<file path="src/rtl/core/nmea_rmc_time_extract_top_defines.svh">
// Assertion macros for the RMC time extractor.
`ifndef NMEA_RMC_TIME_EXTRACT_TOP_DEFINES_SVH
`define NMEA_RMC_TIME_EXTRACT_TOP_DEFINES_SVH

`ifndef SYNTH
// implication checked on every clock edge outside reset
`define NRTE_ASSERT(label, clk, rstn, prop) \
  label: assert property (@(posedge clk) disable iff (!rstn) (prop)) \
    else $error("nrte: property failed");
// condition that must never hold outside reset
`define NRTE_NEVER(label, clk, rstn, expr) \
  label: assert property (@(posedge clk) disable iff (!rstn) !(expr)) \
    else $error("nrte: forbidden condition seen");
`else
`define NRTE_ASSERT(label, clk, rstn, prop)
`define NRTE_NEVER(label, clk, rstn, expr)
`endif

`endif

</file>
<file path="src/rtl/core/nrte_pkg.sv">
// Shared types, constants and the digit-pair conversion for the RMC time extractor.
`default_nettype none

package nrte_pkg;

  // packet geometry
  localparam int PACKET_BYTES_DEF = 512;
  localparam int POS_W            = 10;
  localparam int SCAN_BASE        = 206;
  localparam int FIELD_LEN        = 6;
  localparam int VAL_W            = 13;

  // characters of interest
  localparam logic [7:0] CHAR_STAR  = 8'h2A;
  localparam logic [7:0] CHAR_COMMA = 8'h2C;
  localparam logic [7:0] CHAR_V     = 8'h56;
  localparam logic [7:0] CHAR_ZERO  = 8'h30;

  // comma numbers that open fields or checks
  localparam logic [3:0] COMMA_TIME = 4'd1;
  localparam logic [3:0] COMMA_NAV  = 4'd2;
  localparam logic [3:0] COMMA_DATE = 4'd9;

  // range limits
  localparam logic signed [VAL_W-1:0] YEAR_MAX  = 13'sd99;
  localparam logic signed [VAL_W-1:0] MONTH_MAX = 13'sd12;
  localparam logic signed [VAL_W-1:0] DAY_MAX   = 13'sd31;
  localparam logic signed [VAL_W-1:0] HOUR_MAX  = 13'sd23;
  localparam logic signed [VAL_W-1:0] MIN_MAX   = 13'sd59;
  localparam logic signed [VAL_W-1:0] SEC_EDGE  = 13'sd57;
  localparam logic signed [VAL_W-1:0] VAL_ONE   = 13'sd1;

  typedef enum logic [2:0] {
    ST_OK       = 3'd0,
    ST_LENGTH   = 3'd1,
    ST_NAV      = 3'd2,
    ST_MISSING  = 3'd3,
    ST_INVALID  = 3'd4,
    ST_BOUNDARY = 3'd5
  } status_t;

  // six captured characters, first one at index 0
  typedef logic [FIELD_LEN-1:0][7:0] field_t;

  // packet-level flags handed to the decoder
  typedef struct packed {
    logic len_ok;
    logic nav_warning;
    logic time_complete;
    logic date_complete;
  } flags_t;

  typedef struct packed {
    logic signed [VAL_W-1:0] second_value;
    logic signed [VAL_W-1:0] minute_value;
    logic signed [VAL_W-1:0] hour_value;
    logic signed [VAL_W-1:0] day_value;
    logic signed [VAL_W-1:0] month_value;
    logic signed [VAL_W-1:0] year_value;
    status_t                 status;
  } result_t;

  // (hi - '0') * 10 + (lo - '0'), no digit check
  function automatic logic signed [VAL_W-1:0] pair_value(logic [7:0] hi, logic [7:0] lo);
    logic signed [VAL_W-1:0] a;
    logic signed [VAL_W-1:0] b;
    logic signed [VAL_W-1:0] zero;
    zero = $signed({5'b0, CHAR_ZERO});
    a    = $signed({5'b0, hi}) - zero;
    b    = $signed({5'b0, lo}) - zero;
    return (a <<< 3) + (a <<< 1) + b;
  endfunction

endpackage

`default_nettype wire

</file>
<file path="src/rtl/core/nrte_decode.sv">
// Final-byte decoder: digit-pair conversion, range checks and status priority.
`default_nettype none

module nrte_decode (
  input  wire nrte_pkg::field_t  time_chars,
  input  wire nrte_pkg::field_t  date_chars,
  input  wire nrte_pkg::flags_t  flags,
  output nrte_pkg::result_t      result
);

  logic signed [nrte_pkg::VAL_W-1:0] yr;
  logic signed [nrte_pkg::VAL_W-1:0] mo;
  logic signed [nrte_pkg::VAL_W-1:0] dy;
  logic signed [nrte_pkg::VAL_W-1:0] hr;
  logic signed [nrte_pkg::VAL_W-1:0] mi;
  logic signed [nrte_pkg::VAL_W-1:0] se;
  logic                              out_of_range;
  logic                              boundary;

  // conversions
  assign yr = nrte_pkg::pair_value(date_chars[4], date_chars[5]);
  assign mo = nrte_pkg::pair_value(date_chars[2], date_chars[3]);
  assign dy = nrte_pkg::pair_value(date_chars[0], date_chars[1]);
  assign hr = nrte_pkg::pair_value(time_chars[0], time_chars[1]);
  assign mi = nrte_pkg::pair_value(time_chars[2], time_chars[3]);
  assign se = nrte_pkg::pair_value(time_chars[4], time_chars[5]);

  // range checks; negative year, hour, minute and second pass
  assign out_of_range = (yr > nrte_pkg::YEAR_MAX) ||
                        (mo > nrte_pkg::MONTH_MAX) || (mo < nrte_pkg::VAL_ONE) ||
                        (dy > nrte_pkg::DAY_MAX) || (dy < nrte_pkg::VAL_ONE) ||
                        (hr > nrte_pkg::HOUR_MAX) ||
                        (mi > nrte_pkg::MIN_MAX) || (se > nrte_pkg::MIN_MAX);
  assign boundary     = (mi == nrte_pkg::MIN_MAX) && (se >= nrte_pkg::SEC_EDGE);

  // status priority, values zeroed on the early failures
  always_comb begin
    result = '0;
    if (!flags.len_ok) begin
      result.status = nrte_pkg::ST_LENGTH;
    end else if (flags.nav_warning) begin
      result.status = nrte_pkg::ST_NAV;
    end else if (!flags.time_complete || !flags.date_complete) begin
      result.status = nrte_pkg::ST_MISSING;
    end else begin
      result.year_value   = yr;
      result.month_value  = mo;
      result.day_value    = dy;
      result.hour_value   = hr;
      result.minute_value = mi;
      result.second_value = se;
      if (out_of_range) begin
        result.status = nrte_pkg::ST_INVALID;
      end else if (boundary) begin
        result.status = nrte_pkg::ST_BOUNDARY;
      end else begin
        result.status = nrte_pkg::ST_OK;
      end
    end
  end

endmodule

`default_nettype wire

</file>
<file path="src/rtl/core/nmea_rmc_time_extract_top.sv">
// RMC sentence time/date extractor: stream in packet bytes, one result per packet.
//
// Input stream: one packet byte per transfer on in_tdata, in_tlast on the final byte.
// Output stream: one result per packet (status plus six converted fields), presented
// in the cycle after the final byte is transferred. No result for other bytes.
// Throughput: one byte per cycle while in_tready is high; each byte updates the scan state registers
// in the cycle it is transferred, and the final byte also loads the result
// register through the decoder in that same cycle.
// Stall: the result register holds while out_tready is low; in_tready then drops
// until the result is taken, and rises again in the cycle it is taken.
// Reset (rst_n low, synchronous): clears the byte count, comma scan, field flags
// and the output valid; captured field characters are not cleared.
// After each final byte the packet state returns to its reset values.
`default_nettype none

module nmea_rmc_time_extract_top #(
  parameter int PACKET_BYTES = nrte_pkg::PACKET_BYTES_DEF
) (
  input  wire         clk,
  input  wire         rst_n,
  // input stream
  input  wire         in_tvalid,
  output logic        in_tready,
  input  wire  [7:0]  in_tdata,   // [7:0] rx_byte
  input  wire         in_tlast,   // last_byte
  // result stream
  output logic        out_tvalid,
  input  wire         out_tready,
  output logic [87:0] out_tdata   // [2:0] status, [15:3] year_value, [28:16] month_value,
                                  // [41:29] day_value, [54:42] hour_value,
                                  // [67:55] minute_value, [80:68] second_value, rest zero
);

  `include "nmea_rmc_time_extract_top_defines.svh"

  localparam logic [nrte_pkg::POS_W-1:0] POS_MAX   = '1;
  localparam logic [nrte_pkg::POS_W-1:0] POS_ONE   = nrte_pkg::POS_W'(1);
  localparam logic [nrte_pkg::POS_W-1:0] SCAN_LO   = nrte_pkg::POS_W'(nrte_pkg::SCAN_BASE);
  localparam logic [nrte_pkg::POS_W-1:0] SCAN_HI   = nrte_pkg::POS_W'(PACKET_BYTES);
  localparam logic [nrte_pkg::POS_W:0]   LEN_WANT  = (nrte_pkg::POS_W + 1)'(PACKET_BYTES);
  localparam logic [2:0]                 FLEN      = 3'(nrte_pkg::FIELD_LEN);

  // packet state
  logic [nrte_pkg::POS_W-1:0] byte_pos_r,      byte_pos_nxt;
  logic [3:0]                 comma_count_r,   comma_count_nxt;
  logic                       scan_stopped_r,  scan_stopped_nxt;
  logic                       nav_warning_r,   nav_warning_nxt;
  logic                       check_next_r,    check_next_nxt;
  logic [2:0]                 time_left_r,     time_left_nxt;
  logic [2:0]                 date_left_r,     date_left_nxt;
  logic                       time_complete_r, time_complete_nxt;
  logic                       date_complete_r, date_complete_nxt;
  nrte_pkg::field_t           time_chars_r,    time_chars_nxt;
  nrte_pkg::field_t           date_chars_r,    date_chars_nxt;

  // result register
  logic                       out_valid_r,     out_valid_nxt;
  nrte_pkg::result_t          result_r;
  nrte_pkg::result_t          dec_result;
  nrte_pkg::flags_t           dec_flags;

  logic                       in_fire;
  logic                       in_final;
  logic [7:0]                 rx_byte;
  logic                       in_scan;

  assign rx_byte   = in_tdata;
  assign in_tready = !out_valid_r || out_tready;
  assign in_fire   = in_tvalid && in_tready;
  assign in_final  = in_fire && in_tlast;
  assign in_scan   = !scan_stopped_r && (byte_pos_r > SCAN_LO) && (byte_pos_r < SCAN_HI);

  // per-byte scan, capture and warning logic
  always_comb begin
    byte_pos_nxt      = byte_pos_r;
    comma_count_nxt   = comma_count_r;
    scan_stopped_nxt  = scan_stopped_r;
    nav_warning_nxt   = nav_warning_r;
    check_next_nxt    = check_next_r;
    time_left_nxt     = time_left_r;
    date_left_nxt     = date_left_r;
    time_complete_nxt = time_complete_r;
    date_complete_nxt = date_complete_r;
    time_chars_nxt    = time_chars_r;
    date_chars_nxt    = date_chars_r;

    if (in_fire) begin
      // byte following the second comma
      if (check_next_r) begin
        if (rx_byte == nrte_pkg::CHAR_V) begin
          nav_warning_nxt = 1'b1;
        end
        check_next_nxt = 1'b0;
      end

      // field capture, shifting towards index 0
      if (time_left_r != 3'd0) begin
        time_chars_nxt = {rx_byte, time_chars_r[nrte_pkg::FIELD_LEN-1:1]};
        time_left_nxt  = time_left_r - 3'd1;
        if (time_left_r == 3'd1) begin
          time_complete_nxt = 1'b1;
        end
      end
      if (date_left_r != 3'd0) begin
        date_chars_nxt = {rx_byte, date_chars_r[nrte_pkg::FIELD_LEN-1:1]};
        date_left_nxt  = date_left_r - 3'd1;
        if (date_left_r == 3'd1) begin
          date_complete_nxt = 1'b1;
        end
      end

      // comma scan
      if (in_scan) begin
        if (rx_byte == nrte_pkg::CHAR_STAR) begin
          scan_stopped_nxt = 1'b1;
        end else if (rx_byte == nrte_pkg::CHAR_COMMA) begin
          comma_count_nxt = comma_count_r + 4'd1;
          if (comma_count_nxt == nrte_pkg::COMMA_TIME) begin
            time_left_nxt = FLEN;
          end else if (comma_count_nxt == nrte_pkg::COMMA_NAV) begin
            check_next_nxt = 1'b1;
          end else if (comma_count_nxt == nrte_pkg::COMMA_DATE) begin
            date_left_nxt    = FLEN;
            scan_stopped_nxt = 1'b1;
          end
        end
      end

      if (byte_pos_r != POS_MAX) begin
        byte_pos_nxt = byte_pos_r + POS_ONE;
      end
    end
  end

  // decoder sees the state as updated by the final byte
  assign dec_flags.len_ok        = ({1'b0, byte_pos_r} + {1'b0, POS_ONE}) == LEN_WANT;
  assign dec_flags.nav_warning   = nav_warning_nxt;
  assign dec_flags.time_complete = time_complete_nxt;
  assign dec_flags.date_complete = date_complete_nxt;

  nrte_decode u_decode (
    .time_chars (time_chars_nxt),
    .date_chars (date_chars_nxt),
    .flags      (dec_flags),
    .result     (dec_result)
  );

  // output valid: set by a final byte, cleared when taken
  always_comb begin
    out_valid_nxt = out_valid_r;
    if (in_final) begin
      out_valid_nxt = 1'b1;
    end else if (out_tready) begin
      out_valid_nxt = 1'b0;
    end
  end

  // control state; a final byte returns the packet state to reset
  always_ff @(posedge clk) begin
    if (!rst_n || in_final) begin
      byte_pos_r      <= '0;
      comma_count_r   <= '0;
      scan_stopped_r  <= 1'b0;
      nav_warning_r   <= 1'b0;
      check_next_r    <= 1'b0;
      time_left_r     <= '0;
      date_left_r     <= '0;
      time_complete_r <= 1'b0;
      date_complete_r <= 1'b0;
    end else begin
      byte_pos_r      <= byte_pos_nxt;
      comma_count_r   <= comma_count_nxt;
      scan_stopped_r  <= scan_stopped_nxt;
      nav_warning_r   <= nav_warning_nxt;
      check_next_r    <= check_next_nxt;
      time_left_r     <= time_left_nxt;
      date_left_r     <= date_left_nxt;
      time_complete_r <= time_complete_nxt;
      date_complete_r <= date_complete_nxt;
    end
  end

  always_ff @(posedge clk) begin
    if (!rst_n) begin
      out_valid_r <= 1'b0;
    end else begin
      out_valid_r <= out_valid_nxt;
    end
  end

  // payload registers, no reset
  always_ff @(posedge clk) begin
    time_chars_r <= time_chars_nxt;
    date_chars_r <= date_chars_nxt;
    if (in_final) begin
      result_r <= dec_result;
    end
  end

  assign out_tvalid = out_valid_r;
  assign out_tdata  = {7'b0, result_r};

  // checks
  `NRTE_ASSERT(a_result_from_final, clk, rst_n,
               $rose(out_valid_r) |-> $past(in_final))
  `NRTE_ASSERT(a_state_cleared, clk, rst_n,
               $past(in_final) |-> (byte_pos_r == '0 && comma_count_r == '0))
  `NRTE_NEVER(a_comma_limit, clk, rst_n, comma_count_r > nrte_pkg::COMMA_DATE)
  `NRTE_NEVER(a_time_done_excl, clk, rst_n, time_complete_r && (time_left_r != 3'd0))

endmodule

`default_nettype wire
</file>
<file path="config.mk">
export PLATFORM = sky130hd
export DESIGN_NAME = nmea_rmc_time_extract_top
export DESIGN_NICKNAME = d
export VERILOG_FILES = /design/src/rtl/core/nrte_pkg.sv /design/src/rtl/core/nrte_decode.sv /design/src/rtl/core/nmea_rmc_time_extract_top.sv
export VERILOG_INCLUDE_DIRS = /design/src /design/src/rtl/core
export SDC_FILE = /design/constraint.sdc
export NUM_CORES = 1
export LEC_CHECK = 0
export BUFFER_PORTS_ARGS = -buffer_cell sky130_fd_sc_hd__buf_4
export CAP_MARGIN = 30
export CORE_UTILIZATION = 25
export CTS_CLUSTER_DIAMETER = 200
export DETAILED_ROUTE_END_ITERATION = 7
export SLEW_MARGIN = 10
export SYNTH_ARGS = -nofsm -noshare
export SYNTH_HDL_FRONTEND = slang
export SYNTH_SLANG_ARGS = --single-unit
</file>
<file path="constraint.sdc">
create_clock -name clk -period 13 [get_ports clk]
set_input_delay 1.3 -clock clk [delete_from_list [all_inputs] [get_ports clk]]
set_output_delay 1.3 -clock clk [all_outputs]
set_load 0.02 [all_outputs]
</file>
==> Word level (Yosys, flattened, before mapping) <==
Index checks and enable logic that the tools add are counted.
Widths: inputs -> output; s select.
{ "word_totals": {"reg_bits": 203, "in_bits": 13, "wordCells": 155} }
{ "classes": {"add_sub_neg": 29, "magnitude_cmp": 11, "eq_ne": 13, "muxes": 41, "bitwise_logic": 2, "reduce_logical": 29} }
{ "op_table": {"columns": ["operator", "n"], "rows": [
  ["$mux 48", 4],
  ["$add 13x13->13", 12],
  ["$sub 8x6->9 const B", 12],
  ["$mux 3", 14],
  ["$gt 13x6->1 const B", 2],
  ["$gt 13x7->1 const B", 2],
  ["$lt 13x2->1 const B", 2],
  ["$mux 1", 21],
  ["$eq 8x6->1 const B", 2],
  ["$eq 13x7->1 const B", 1],
  ["$ge 13x7->1 const B", 1],
  ["$gt 13x5->1 const B", 1],
  ["$gt 13x8->1 const B", 1],
  ["$add 10x1->11 const B", 1],
  ["$eq 11x10->1 const B", 1],
  ["$add 10x1->10 const B", 1],
  ["$gt 10x8->1 const B", 1],
  ["$logic_or 1x1->1", 10],
  ["$lt 10x10->1 const B", 1],
  ["$ne 10x10->1 const B", 1],
  ["$eq 8x7->1 const B", 1],
  ["$eq 3x1->1 const B", 2],
  ["$reduce_and 6->1", 1],
  ["$reduce_bool 2->1", 3],
  ["other kinds (14)", 27]
]} }

==> Depth between registers and ports, before layout <==
Gate-level depths: netlist of run 1.
{ "depth": {"ltp_word": 18, "depth_mapped": 24, "mapped_depth_nobuf": 21} }

==> Modules after synthesis <==
A second synthesis of run 1 with hierarchy kept.
{ "hier_totals": {"cells_unflattened": 1165, "area_unflattened_um2": 12547.0} }
{ "modules_own_cells": {"columns": ["module", "instances", "cells_per_inst", "area_per_inst_um2"], "rows": [
  ["nmea_rmc_time_extract_top", 1, 483, 7244.4],
  ["nrte_decode", 1, 682, 5302.6]
]} }

==> Worst setup path after synthesis of run 1 <==
Ideal clock, no wire load.
{ "synth_timing": {"path_type": "in2reg", "startpoint": "in out_tready", "endpoint": "reg result_r, in the netlist out_tdata[2] (data pin)", "setup_time_ps": 271, "arrival_ps": 5805, "required_time_ps": 12729, "slack_ps": 6924, "stages": 18, "n_path_buf": 3, "cell_sequence": "nand2b_4 buf_6 nand3_1 buf_2 buf_1 mux2_2 ha_1 or2_2 inv_1 fa_1 ha_1 or4_1 a221oi_2 xor2_1 and4b_1 a21oi_1 a2111oi_2 a21oi_1"} }
{ "synth_lines": {"columns": ["item", "line_no", "text"], "rows": [
  ["start, declared", "nmea_rmc_time_extract_top.sv:28", "input wire out_tready,"],
  ["end signal, assigned", "nmea_rmc_time_extract_top.sv:196", "result_r <= dec_result;"],
  ["end, declared", "nmea_rmc_time_extract_top.sv:58", "nrte_pkg::result_t result_r;"]
]} }

==> metrics.md, run 1 <==
| Metric | Value |
|---|---|
| Die W | `227 µm` |
| Rows | `82` |
| Tmin final | `6160 ps` |
| Area occupied by multi-input gates | `6990 µm²` |
| First-pass GRT wire length | `46400 µm` |
| Vias per std cell | `4.37` |
| Worst skew pair latency | `530 ps` |
| Initial Utilization | `25.3%` |
| VDD IR max | `89.1 µV` |
| Initial antenna violation count | `1` |
| Port Buffer Count | `95` |
| GRT Overall Usage | `11.1%` |
| Sink Count | `203` |
| Delay-heaviest family, CP | `simple AND/OR/NAND/NOR gates` |
| Vias | `9108` |
| Final period utilization | `47.4%` |
| CTS tree | `yes` |
| Hold Buf Count CTS | `0` |
| Synth area leader | `dfxtp_1` |
| Final Slew Violations | `0` |
| Synthesized flop and latch total | `203` |
| Fmax | `162 MHz` |
| Largest net degree at the start of global routing | `80` |
| Core Box Area | `50100 µm²` |
| Synth top area share | `19.3%` |
| Root Buffer | `clkbuf_16` |
| Crit path capture type | `register` |
| CTS Buffer Depth | `3` |
| Ant diodes | `0` |
| Max FO, Critical Path | `49` |
| Status | `finished, final reports clean` |
| Final WL | `28200 µm` |
| Syn Inst Count | `1302` |
| Max-slew headroom | `42.0%` |
| Unrepaired setup endpoints after global routing | `false` |
| Kind of critical path | `primary input to register` |
| Reg area | `4870 µm²` |
| Total CTS buffers | `24` |
| Synth cell count leaders | `inv_1 (166), nor2_1 (130), dfxtp_1 (122)` |
| Worst Clk Skew | `22.6 ps` |
| Top post-synthesis cells by area | `dfxtp_1 (19%), edfxtp_1 (19%), ha_1 (9.6%)` |
| Critical Path Max Stage Delay | `610 ps` |
| Die area | `51500 µm²` |
| DP HPWL | `21500 µm` |
| Ys async rst share | `0%` |
| Gpl congestion | `0.835` |
| Post-synth EDFFs | `81` |
| WHS | `463 ps` |
| Worst setup SP type | `primary input` |
| Post-synthesis sequential area ratio | `38.5%` |
| Wire length per cell after detailed routing | `13.5 µm` |
| Crit path required time | `13270 ps` |
| Final ANT Viol Nets | `0` |
| Slowest cell on crit path | `and3_4` |
| Slew @ Worst Pin | `868 ps` |
| Top_reg_cell synth | `dfxtp_1` |
| Pwr Density | `133 nW/µm²` |
| Pre-CTS setup slack | `6340 ps` |
| Ports | `103` |
| Final Hold Fails | `0` |
| MaxCap Viol Count | `0` |
| Syn Std Cell Area | `12600 µm²` |
| Clock Pin Slew Worst Setup and Hold Paths | `60 ps` |
| Share of cells above drive strength 1 | `14.0%` |
| LEAKAGE | `0.00660 µW` |
| Setup Total Neg Slack | `0 ps` |
| Nets | `1557` |
| Top-count cell post-synth | `inv_1` |
| Critical path arrival | `6430 ps` |
| Syn. warnings | `0` |
| Final Setup Violations | `0` |
| Iter 0 DRT Violations | `443` |
| Worst path cell trace | `buf_4 -> nand2b_4 -> and3_4 -> mux2i_1 -> inv_1 -> ha_1 -> nor3_1 -> mux2i_1 -> fa_1 -> inv_1 -> ha_1 -> or3_1 -> o32ai_2 -> xor2_1 -> nand3_1 -> nor4b_2 -> nand4_1 -> a2111oi_2 -> a21oi_1` |
| CP bufs+invs | `3` |
| Drt drc | `0` |
| Die height | `227 µm` |
| Worst setup margin | `6840 ps` |
| Detailed Routing Iterations Pass 1 | `5` |
| Clock H-tree levels | `1` |
| # fillers | `5221` |
| Syn_area_per_cell | `9.71 µm²` |
| Worst hold path type | `register to register` |
| Setup Fix Bufs, Post-CTS | `0` |
| Grt ovf | `0` |
| Yosys cell types | `73` |
| Area growth syn-to-layout | `17.9%` |
| Cts repair resizes | `0` |
| Vias in the first global route | `9241` |
## cell families after synthesis
kind of cell,count (synthesis),synth area share [%]
and+or+nand+nor,390,14.6
buffers and inverters,206,6.54
adders and majority gates,150,18.0
DFF,203,38.5
xor gates and xnor gates,89,6.16
muxes,83,6.93
AOI/OAI and AO/OA,180,9.18
other,1,0.0297
## stage by stage
| step | util [%] | power, µW | std cells | instance area, µm² |
|---|---|---|---|---|
| 3_3_place_gp | 28.1 | 1300 | 2038 | 14100 |
| 6_report | 29.8 | 1980 | 2084 | 14900 |
| 2_1_floorplan | - | 1180 | 1308 | 12700 |
| 3_5_place_dp | 28.1 | 1320 | 2039 | 14100 |
| 4_1_cts | 29.7 | 2000 | 2083 | 14900 |
| 5_1_grt | 29.8 | 2100 | 2084 | 14900 |
## layout make-up
type / count / area share, %
multi-input combinational: 899 / 46.9
sequential: 203 / 32.7
tap: 672 / 5.64
timing repair buffer: 100 / 5.25
clock buffer: 33 / 4.83
inverter: 166 / 4.19
clock inverter: 11 / 0.545
## layer usage
layer | vias up | GRT usage, % | wire (µm)
met5 | - | 0 | 9
met4 | 2 | 4.71 | 988
li1 | 4568 | - | -
met3 | 48 | 1.62 | 1170
met2 | 182 | 18.6 | 13100
met1 | 4308 | 14.1 | 13000
## worst reg2reg max path, stage by stage (launching register included)
cell	delay, ps
dfxtp_1	380
inv_1	80
ha_1	220
nand2b_1	110
and3_4	610
mux2i_1	440
inv_1	160
ha_1	270
nor3_1	180
mux2i_1	180
fa_1	530
inv_1	40
ha_1	230
or3_1	370
o32ai_2	280
xor2_1	240
nand3_1	130
nor4b_2	320
nand4_1	310
a2111oi_2	490
a21oi_1	110
## cells in the final DEF (no fill, tap or decap), drive strengths merged, types with 4 or more instances in the layout
cell type / n
a211oi: 7
a21boi: 4
a21o: 14
a21oi: 62
a31oi: 8
and3: 4
buf: 100
clkbuf: 33
clkinv: 9
conb: 7
dfxtp: 122
edfxtp: 81
fa: 53
ha: 97
inv: 165
mux2: 33
mux2i: 50
nand2: 116
nand2b: 18
nand3: 13
nand4: 12
nor2: 130
nor2b: 25
nor3: 27
nor4: 7
o21a: 10
o21ai: 37
o22ai: 5
o311ai: 4
or2: 10
or3: 5
or4: 5
xnor2: 47
xor2: 42
## report_power, final
group          total [µW]  switching [µW]  internal, µW
combinational         598             348           250
clock                 675             270           405
sequential            710            19.4           691
total                1980             637          1350
## path summary, 6_finish.rpt
| path | start | slack [ps] | to | depth (start not counted) |
|---|---|---|---|---|
| worst max-delay path | out_tready | 6840 | out_tdata[2]$_SDFFCE_PP0P_ | 19 |
| worst max register to register | date_left_r[0]$_SDFFE_PP0N_ | 7090 | out_tdata[2]$_SDFFCE_PP0P_ | 20 |
| worst min register to register | date_chars_r[3]$_DFF_P_ | 460 | date_chars_r[3]$_DFF_P_ | 2 |
| worst min-delay path | date_chars_r[3]$_DFF_P_ | 460 | date_chars_r[3]$_DFF_P_ | 2 |
## flip-flops by register name, indices dropped and copies added, names as in the netlist, 3 cells and up
| signal | flops |
|---|---|
| byte_pos_r | 10 |
| comma_count_r | 4 |
| date_chars_r | 48 |
| date_left_r | 3 |
| out_tdata | 81 |
| time_chars_r | 48 |
| time_left_r | 3 |
Note: power is estimated with default switching activity, not from simulation.
==> run 2, diff against run 1 <==
==> constraint.sdc (replaced) <==
create_clock -name clk -period 6.1 [get_ports clk]
set_input_delay 0.61 -clock clk [delete_from_list [all_inputs] [get_ports clk]]
set_output_delay 0.61 -clock clk [all_outputs]
set_load 0.02 [all_outputs]
==> metrics.md, run 2 (same netlist as run 1, synthesis figures left out) <==
| Metric | Value |
|---|---|
| Seq pwr share | `36.1% (was 35.8%)` |
| Wire length per cell after detailed routing | `13.6 µm (was 13.5 µm)` |
| Core Box Area | `50100 µm² (unchanged)` |
| Clock Pin Slew Worst Setup and Hold Paths | `60 ps (about the same)` |
| Worst hold start | `rst_n (was date_chars_r[3]$_DFF_P_)` |
| DP HPWL | `22200 µm (was 21500 µm)` |
| Worst path cell trace | `inv_1 -> ha_1 -> nand2b_1 -> and3_4 -> mux2i_1 -> inv_1 -> ha_1 -> nor3_1 -> mux2i_1 -> fa_1 -> inv_1 -> ha_1 -> or3_1 -> o32ai_2 -> o21ai_1 -> xnor2_1 -> nor4_1 -> nand4_1 -> a2111oi_2 -> a21oi_1 (was buf_4 -> nand2b_4 -> and3_4 -> mux2i_1 -> inv_1 -> ha_1 -> nor3_1 -> mux2i_1 -> fa_1 -> inv_1 -> ha_1 -> or3_1 -> o32ai_2 -> xor2_1 -> nand3_1 -> nor4b_2 -> nand4_1 -> a2111oi_2 -> a21oi_1)` |
| Crit path from | `date_left_r[0]$_SDFFE_PP0N_ (was out_tready)` |
| Root Buffer | `clkbuf_16 (unchanged)` |
| Initial antenna violation count | `1 (unchanged)` |
| Clock group share of total power | `32.7% (was 34.0%)` |
| Worst-case reg-to-reg path depth | `20 (unchanged)` |
| Hold Buf Count CTS | `0 (unchanged)` |
| Sw Ratio | `33.0% (was 32.1%)` |
| Total CTS buffers | `23 (was 24)` |
| Final Setup Violations | `0 (unchanged)` |
| Sink Count | `203 (unchanged)` |
| Grt met1 use | `13.6% (was 14.1%)` |
| Fmax | `186 MHz` |
| Tmin final | `5370 ps` |
| Most frequent cells in the layout | `inv_1 (165), nor2_1 (130), dfxtp_1 (122) (unchanged)` |
| Die area | `51500 µm² (unchanged)` |
| Crit path capture type | `register (unchanged)` |
| Vias | `9070 (was 9108)` |
| WHS | `367 ps (was 463 ps)` |
| Worst hold path type | `primary input to register (was register to register)` |
| Die W | `227 µm (unchanged)` |
| Slowest cell on crit path | `fa_1 (was and3_4)` |
| Final Util | `29.8% (about the same)` |
| Vias per std cell | `4.34 (was 4.37)` |
| R2R Path End | `out_tdata[2]$_SDFFCE_PP0P_ (unchanged)` |
| CTS tree | `yes (unchanged)` |
| Worst Clk Skew | `23.7 ps (was 22.6 ps)` |
| # fillers | `5258 (was 5221)` |
| Pwr Density | `281 nW/µm² (was 133 nW/µm²)` |
| R2R setup slack | `730 ps (was 7090 ps)` |
| Final ANT Viol Nets | `0 (unchanged)` |
| Port Buffer Count | `95 (unchanged)` |
| Setup Total Neg Slack | `0 ps (unchanged)` |
| Worst skew pair latency | `530 ps (about the same)` |
| RR Startpoint | `date_left_r[0]$_SDFFE_PP0N_ (unchanged)` |
| Drt drc | `0 (unchanged)` |
| Rows | `82 (unchanged)` |
| LEAKAGE | `0.00661 µW (was 0.00660 µW)` |
| Final period utilization | `88.0%` |
| Final Hold Fails | `0 (unchanged)` |
| Share of cells above drive strength 1 | `14.1% (was 14.0%)` |
| Vias in the first global route | `9033 (was 9241)` |
| Area growth syn-to-layout | `17.9% (about the same)` |
| Kind of critical path | `register to register (was primary input to register)` |
| Grt ovf | `0 (unchanged)` |
| GR peak layer | `met2 (unchanged)` |
| Cts repair resizes | `0 (unchanged)` |
| First-pass GRT wire length | `45500 µm (was 46400 µm)` |
| CTS Buffer Depth | `3 (unchanged)` |
| Detailed Routing Iterations Pass 1 | `5 (unchanged)` |
| Worst setup SP type | `register (was primary input)` |
| Crit path required time | `6370 ps (was 13270 ps)` |
| Met3 usage | `1.50% (was 1.62%)` |
| Max-slew headroom | `42.9% (was 42.0%)` |
| VDD IR max | `204 µV (was 89.1 µV)` |
| GRT met2 Usage | `19.0% (was 18.6%)` |
| Largest net degree at the start of global routing | `57 (was 80)` |
| Nets | `1563 (was 1557)` |
| Setup Fix Bufs, Post-CTS | `0 (unchanged)` |
| Switch Pwr | `1380 µW (was 637 µW)` |
| Initial Utilization | `25.3% (unchanged)` |
| Area occupied by multi-input gates | `6990 µm² (unchanged)` |
| Die height | `227 µm (unchanged)` |
| Status | `finished, final reports clean (unchanged)` |
| Final WL | `28400 µm (was 28200 µm)` |
| Ant diodes | `0 (unchanged)` |
| Ports | `103 (unchanged)` |
| Max FFs per register | `81 (unchanged)` |
| Max FO, Critical Path | `6 (was 49)` |
| Reg area | `4870 µm² (unchanged)` |
| CP endpoint | `out_tdata[2]$_SDFFCE_PP0P_ (unchanged)` |
| Unrepaired setup endpoints after global routing | `false (unchanged)` |
| Slew @ Worst Pin | `854 ps (was 868 ps)` |
| MaxCap Viol Count | `0 (unchanged)` |
| Logic pwr share | `31.2% (was 30.2%)` |
| Most common cell after layout, fill and taps aside | `inv_1 (unchanged)` |
| Critical Path Max Stage Delay | `520 ps (was 610 ps)` |
| Final Slew Violations | `0 (unchanged)` |
| Worst setup margin | `732 ps (was 6840 ps)` |
| Gpl congestion | `0.823 (was 0.835)` |
| P_int | `2800 µW (was 1350 µW)` |
| Clock H-tree levels | `1 (unchanged)` |
| Iter 0 DRT Violations | `420 (was 443)` |
| Pre-CTS setup slack | `574 ps (was 6340 ps)` |
| GRT Overall Usage | `10.9% (was 11.1%)` |
| Critical path arrival | `5630 ps (was 6430 ps)` |
## run 2: cell types whose count changed in the layout (fill, tap and decap cells not counted), sizes merged
cell	previous run	this run
clkinvlp	2	0
bufinv	1	2
inv	165	167
clkinv	9	10
buf	100	107
clkbuf	33	29
## run 2: worst max-delay path, delay by kind of cell, from the launching register on
| kind | cells | cell delay [ps] |
|---|---|---|
| xor gates and xnor gates | 1 | 160 |
| muxes | 2 | 490 |
| adders and majority gates | 4 | 1240 |
| DFF | 1 | 380 |
| buffers and inverters | 3 | 280 |
| and+or+nand+nor | 6 | 1590 |
| AOI/OAI and AO/OA | 4 | 970 |
## run 2: power groups by stage
stage	Combinational (µW)	Clock (µW)	Sequential [µW]
after floorplan	955	0	1560
final	1300	1370	1510
after detailed placement	1290	0	1540
after global placement	1250	0	1540
after CTS	1300	1420	1510
after global routing	1440	1470	1520
## run 2: worst min path at each step
stage / endpoint / cells after the start
2_1_floorplan: date_chars_r[3]$_DFF_P_ / 2
3_3_place_gp: date_chars_r[3]$_DFF_P_ / 2
3_5_place_dp: date_chars_r[25]$_DFF_P_ / 2
4_1_cts: byte_pos_r[8]$_SDFFE_PP0P_ / 2
5_1_grt: byte_pos_r[8]$_SDFFE_PP0P_ / 2
6_report: byte_pos_r[8]$_SDFFE_PP0P_ / 2
## run 2: metrics by stage
stage	instance area (µm²)	std cells	total power (µW)
after global placement	14100	2045	2790
after floorplan	12700	1308	2520
after CTS	14900	2088	4230
final	14900	2089	4180
after detailed placement	14200	2046	2830
after global routing	14900	2089	4430
## run 2: cell type report
class	count	share of cell area (%)
Clock buffer	29	4.10
Clock inverter	13	0.814
Inverter	166	4.19
Multi-Input combinational cell	899	46.9
Sequential cell	203	32.7
Tap cell	672	5.64
Timing Repair Buffer	107	5.69
## run 2: layer usage
| layer | vias to the layer above | share of wire [%] |
|---|---|---|
| met5 | - | 0.046 |
| met4 | 2 | 3.2 |
| met3 | 50 | 4.5 |
| met2 | 171 | 47 |
| met1 | 4267 | 45 |
| li1 | 4580 | - |
==> run 3, diff against run 2 <==
--- a/config.mk
+++ b/config.mk
@@ -6,11 +6,12 @@
 export SDC_FILE = /design/constraint.sdc
 export NUM_CORES = 1
 export LEC_CHECK = 0
-export BUFFER_PORTS_ARGS = -buffer_cell sky130_fd_sc_hd__buf_4
 export CAP_MARGIN = 30
 export CORE_UTILIZATION = 25
 export CTS_CLUSTER_DIAMETER = 200
 export DETAILED_ROUTE_END_ITERATION = 7
+export DONT_BUFFER_PORTS = 1
+export HOLD_SLACK_MARGIN = 0.15
 export SLEW_MARGIN = 10
 export SYNTH_ARGS = -nofsm -noshare
 export SYNTH_HDL_FRONTEND = slang
==> metrics.md, run 3 (same netlist as run 1, synthesis figures left out) <==
| Metric | Value |
|---|---|
| Status | `finished, final reports clean (unchanged)` |
| Unrepaired setup endpoints after global routing | `false (unchanged)` |
| Ant diodes | `0 (unchanged)` |
| Final ANT Viol Nets | `0 (unchanged)` |
| Rows | `82 (unchanged)` |
| Root Buffer | `clkbuf_16 (unchanged)` |
| P_int | `2820 µW (was 2800 µW)` |
| Slew @ Worst Pin | `835 ps (was 854 ps)` |
| Final Setup Violations | `0 (unchanged)` |
| Max FO, Critical Path | `46 (was 6)` |
| MaxCap Viol Count | `0 (unchanged)` |
| Clock group share of total power | `34.0% (was 32.7%)` |
| Vias | `8728 (was 9070)` |
| Worst path cell trace | `nand2b_4 -> nand3_4 -> buf_12 -> mux2_2 -> ha_1 -> or2_2 -> inv_1 -> fa_1 -> ha_1 -> or2_2 -> a21oi_1 -> a21oi_1 -> o311ai_0 -> nand4_1 -> a2111oi_2 -> a21oi_1 (was inv_1 -> ha_1 -> nand2b_1 -> and3_4 -> mux2i_1 -> inv_1 -> ha_1 -> nor3_1 -> mux2i_1 -> fa_1 -> inv_1 -> ha_1 -> or3_1 -> o32ai_2 -> o21ai_1 -> xnor2_1 -> nor4_1 -> nand4_1 -> a2111oi_2 -> a21oi_1)` |
| Largest net degree at the start of global routing | `58 (was 57)` |
| CP dominant cell by count | `a21oi_1` |
| Critical path arrival | `5780 ps (was 5630 ps)` |
| Vias in the first global route | `8972 (was 9033)` |
| Final Hold Fails | `0 (unchanged)` |
| Die height | `227 µm (unchanged)` |
| Max-slew headroom | `44.2% (was 42.9%)` |
| Initial antenna violation count | `0 (was 1)` |
| First-pass GRT wire length | `45700 µm (was 45500 µm)` |
| Clock Pin Slew Worst Setup and Hold Paths | `60 ps (about the same)` |
| Gpl congestion | `0.824 (was 0.823)` |
| Hold depth | `2 (unchanged)` |
| Seq pwr share | `37.0% (was 36.1%)` |
| GR peak layer | `met2 (unchanged)` |
| Final instance area | `14200 µm² (was 14900 µm²)` |
| Crit path required time | `6370 ps (about the same)` |
| Wire length per cell after detailed routing | `14.1 µm (was 13.6 µm)` |
| Met3 usage | `1.74% (was 1.50%)` |
| VDD IR max | `177 µV (was 204 µV)` |
| Area growth syn-to-layout | `12.3% (was 17.9%)` |
| Port Buffer Count | `0 (was 95)` |
| Final WL | `28200 µm (was 28400 µm)` |
| Cts repair resizes | `0 (unchanged)` |
| Most frequent cells in the layout | `inv_1 (165), nor2_1 (130), dfxtp_1 (122) (unchanged)` |
| Die area | `51500 µm² (unchanged)` |
| Share of cells above drive strength 1 | `7.51% (was 14.1%)` |
| Nets | `1465 (was 1563)` |
| Grt met1 use | `13.8% (was 13.6%)` |
| Most common cell after layout, fill and taps aside | `inv_1 (unchanged)` |
| Vias per std cell | `4.38 (was 4.34)` |
| Total CTS buffers | `23 (unchanged)` |
| Hold Buf Count CTS | `0 (unchanged)` |
| Switch Pwr | `1360 µW (was 1380 µW)` |
| Final Util | `28.4% (was 29.8%)` |
| Worst Clk Skew | `21.0 ps (was 23.7 ps)` |
| Initial Utilization | `25.3% (unchanged)` |
| Tot Pwr | `4190 µW (was 4180 µW)` |
| Max FFs per register | `81 (unchanged)` |
| Core Box Area | `50100 µm² (unchanged)` |
| Kind of critical path | `register to register (unchanged)` |
| Iter 0 DRT Violations | `422 (was 420)` |
| Sink Count | `203 (unchanged)` |
| Tmin final | `5510 ps (was 5370 ps)` |
| Detailed Routing Iterations Pass 1 | `4 (was 5)` |
| Pwr Density | `295 nW/µm² (was 281 nW/µm²)` |
| Placement Cell Area | `13400 µm² (was 14200 µm²)` |
| Final period utilization | `90.4% (was 88.0%)` |
| Sw Ratio | `32.6% (was 33.0%)` |
| Drt drc | `0 (unchanged)` |
| DP HPWL | `21800 µm (was 22200 µm)` |
| Setup Fix Bufs, Post-CTS | `0 (unchanged)` |
| Final Slew Violations | `0 (unchanged)` |
| CTS tree | `yes (unchanged)` |
| GRT met2 Usage | `19.2% (was 19.0%)` |
| Grt ovf | `0 (unchanged)` |
| Worst hold path type | `primary input to register (unchanged)` |
| CTS Buffer Depth | `3 (unchanged)` |
| Worst skew pair latency | `530 ps (about the same)` |
| Setup Total Neg Slack | `0 ps (unchanged)` |
| Logic pwr share | `29.0% (was 31.2%)` |
| GRT Overall Usage | `11.0% (was 10.9%)` |
| Critical Path Max Stage Delay | `550 ps (was 520 ps)` |
| Worst setup SP type | `register (unchanged)` |
| Slowest cell on crit path | `dfxtp_1 (was fa_1)` |
| Die W | `227 µm (unchanged)` |
| Crit path capture type | `register (unchanged)` |
| LEAKAGE | `0.00615 µW (was 0.00661 µW)` |
| Fmax | `181 MHz (was 186 MHz)` |
| Worst-case reg-to-reg path depth | `16 (was 20)` |
| Clock H-tree levels | `1 (unchanged)` |
| Ports | `103 (unchanged)` |
run 3: per-layer routing:
layer | share of wire (%) | vias to the layer above
met5 | 0 | -
met4 | 2.5 | 0
met3 | 4.2 | 42
met2 | 47 | 121
met1 | 46 | 4182
li1 | - | 4383
run 3: path summary, 6_finish.rpt:
path	slack, ps	startpoint	to
worst min register to register	460	date_chars_r[3]$_DFF_P_	date_chars_r[3]$_DFF_P_
worst max register to register	590	out_tvalid$_SDFFE_PN0P_	out_tdata[2]$_SDFFCE_PP0P_
worst max-delay path	590	out_tvalid$_SDFFE_PN0P_	out_tdata[2]$_SDFFCE_PP0P_
worst min-delay path	230	in_tdata[1]	date_chars_r[41]$_DFF_P_
run 3: worst max-delay path, delay by kind of cell (launching register included):
family,cells,cell delay [ps]
and+or+nand+nor,5,1540
AOI/OAI and AO/OA,5,1260
adders and majority gates,3,1010
DFF,1,550
buffers and inverters,2,430
muxes,1,420
run 3: power groups by stage:
stage               sequential [µW]  clock, µW  combinational, µW
floorplan                      1560          0                955
global placement               1580          0               1180
detailed placement             1580          0               1200
CTS                            1550       1480               1210
global route                   1560       1530               1360
finish                         1550       1420               1210
run 3: cell type report:
cell class	count	area, µm²
clock buffers	31	626
clock inverters	11	139
fillers	5327	35900
inverters	166	624
multi-input cells	899	6990
flip-flops and latches	203	4870
well taps	672	841
repair buffers	9	100
run 3: per-stage QoR:
step                setup WS, ps  hold WS (ps)  cells
finish                       587           225   1991
global route                 229           234   1991
CTS                          547           205   1991
detailed placement           480           449   1949
global placement             510           433   1948
floorplan                    714           418   1308
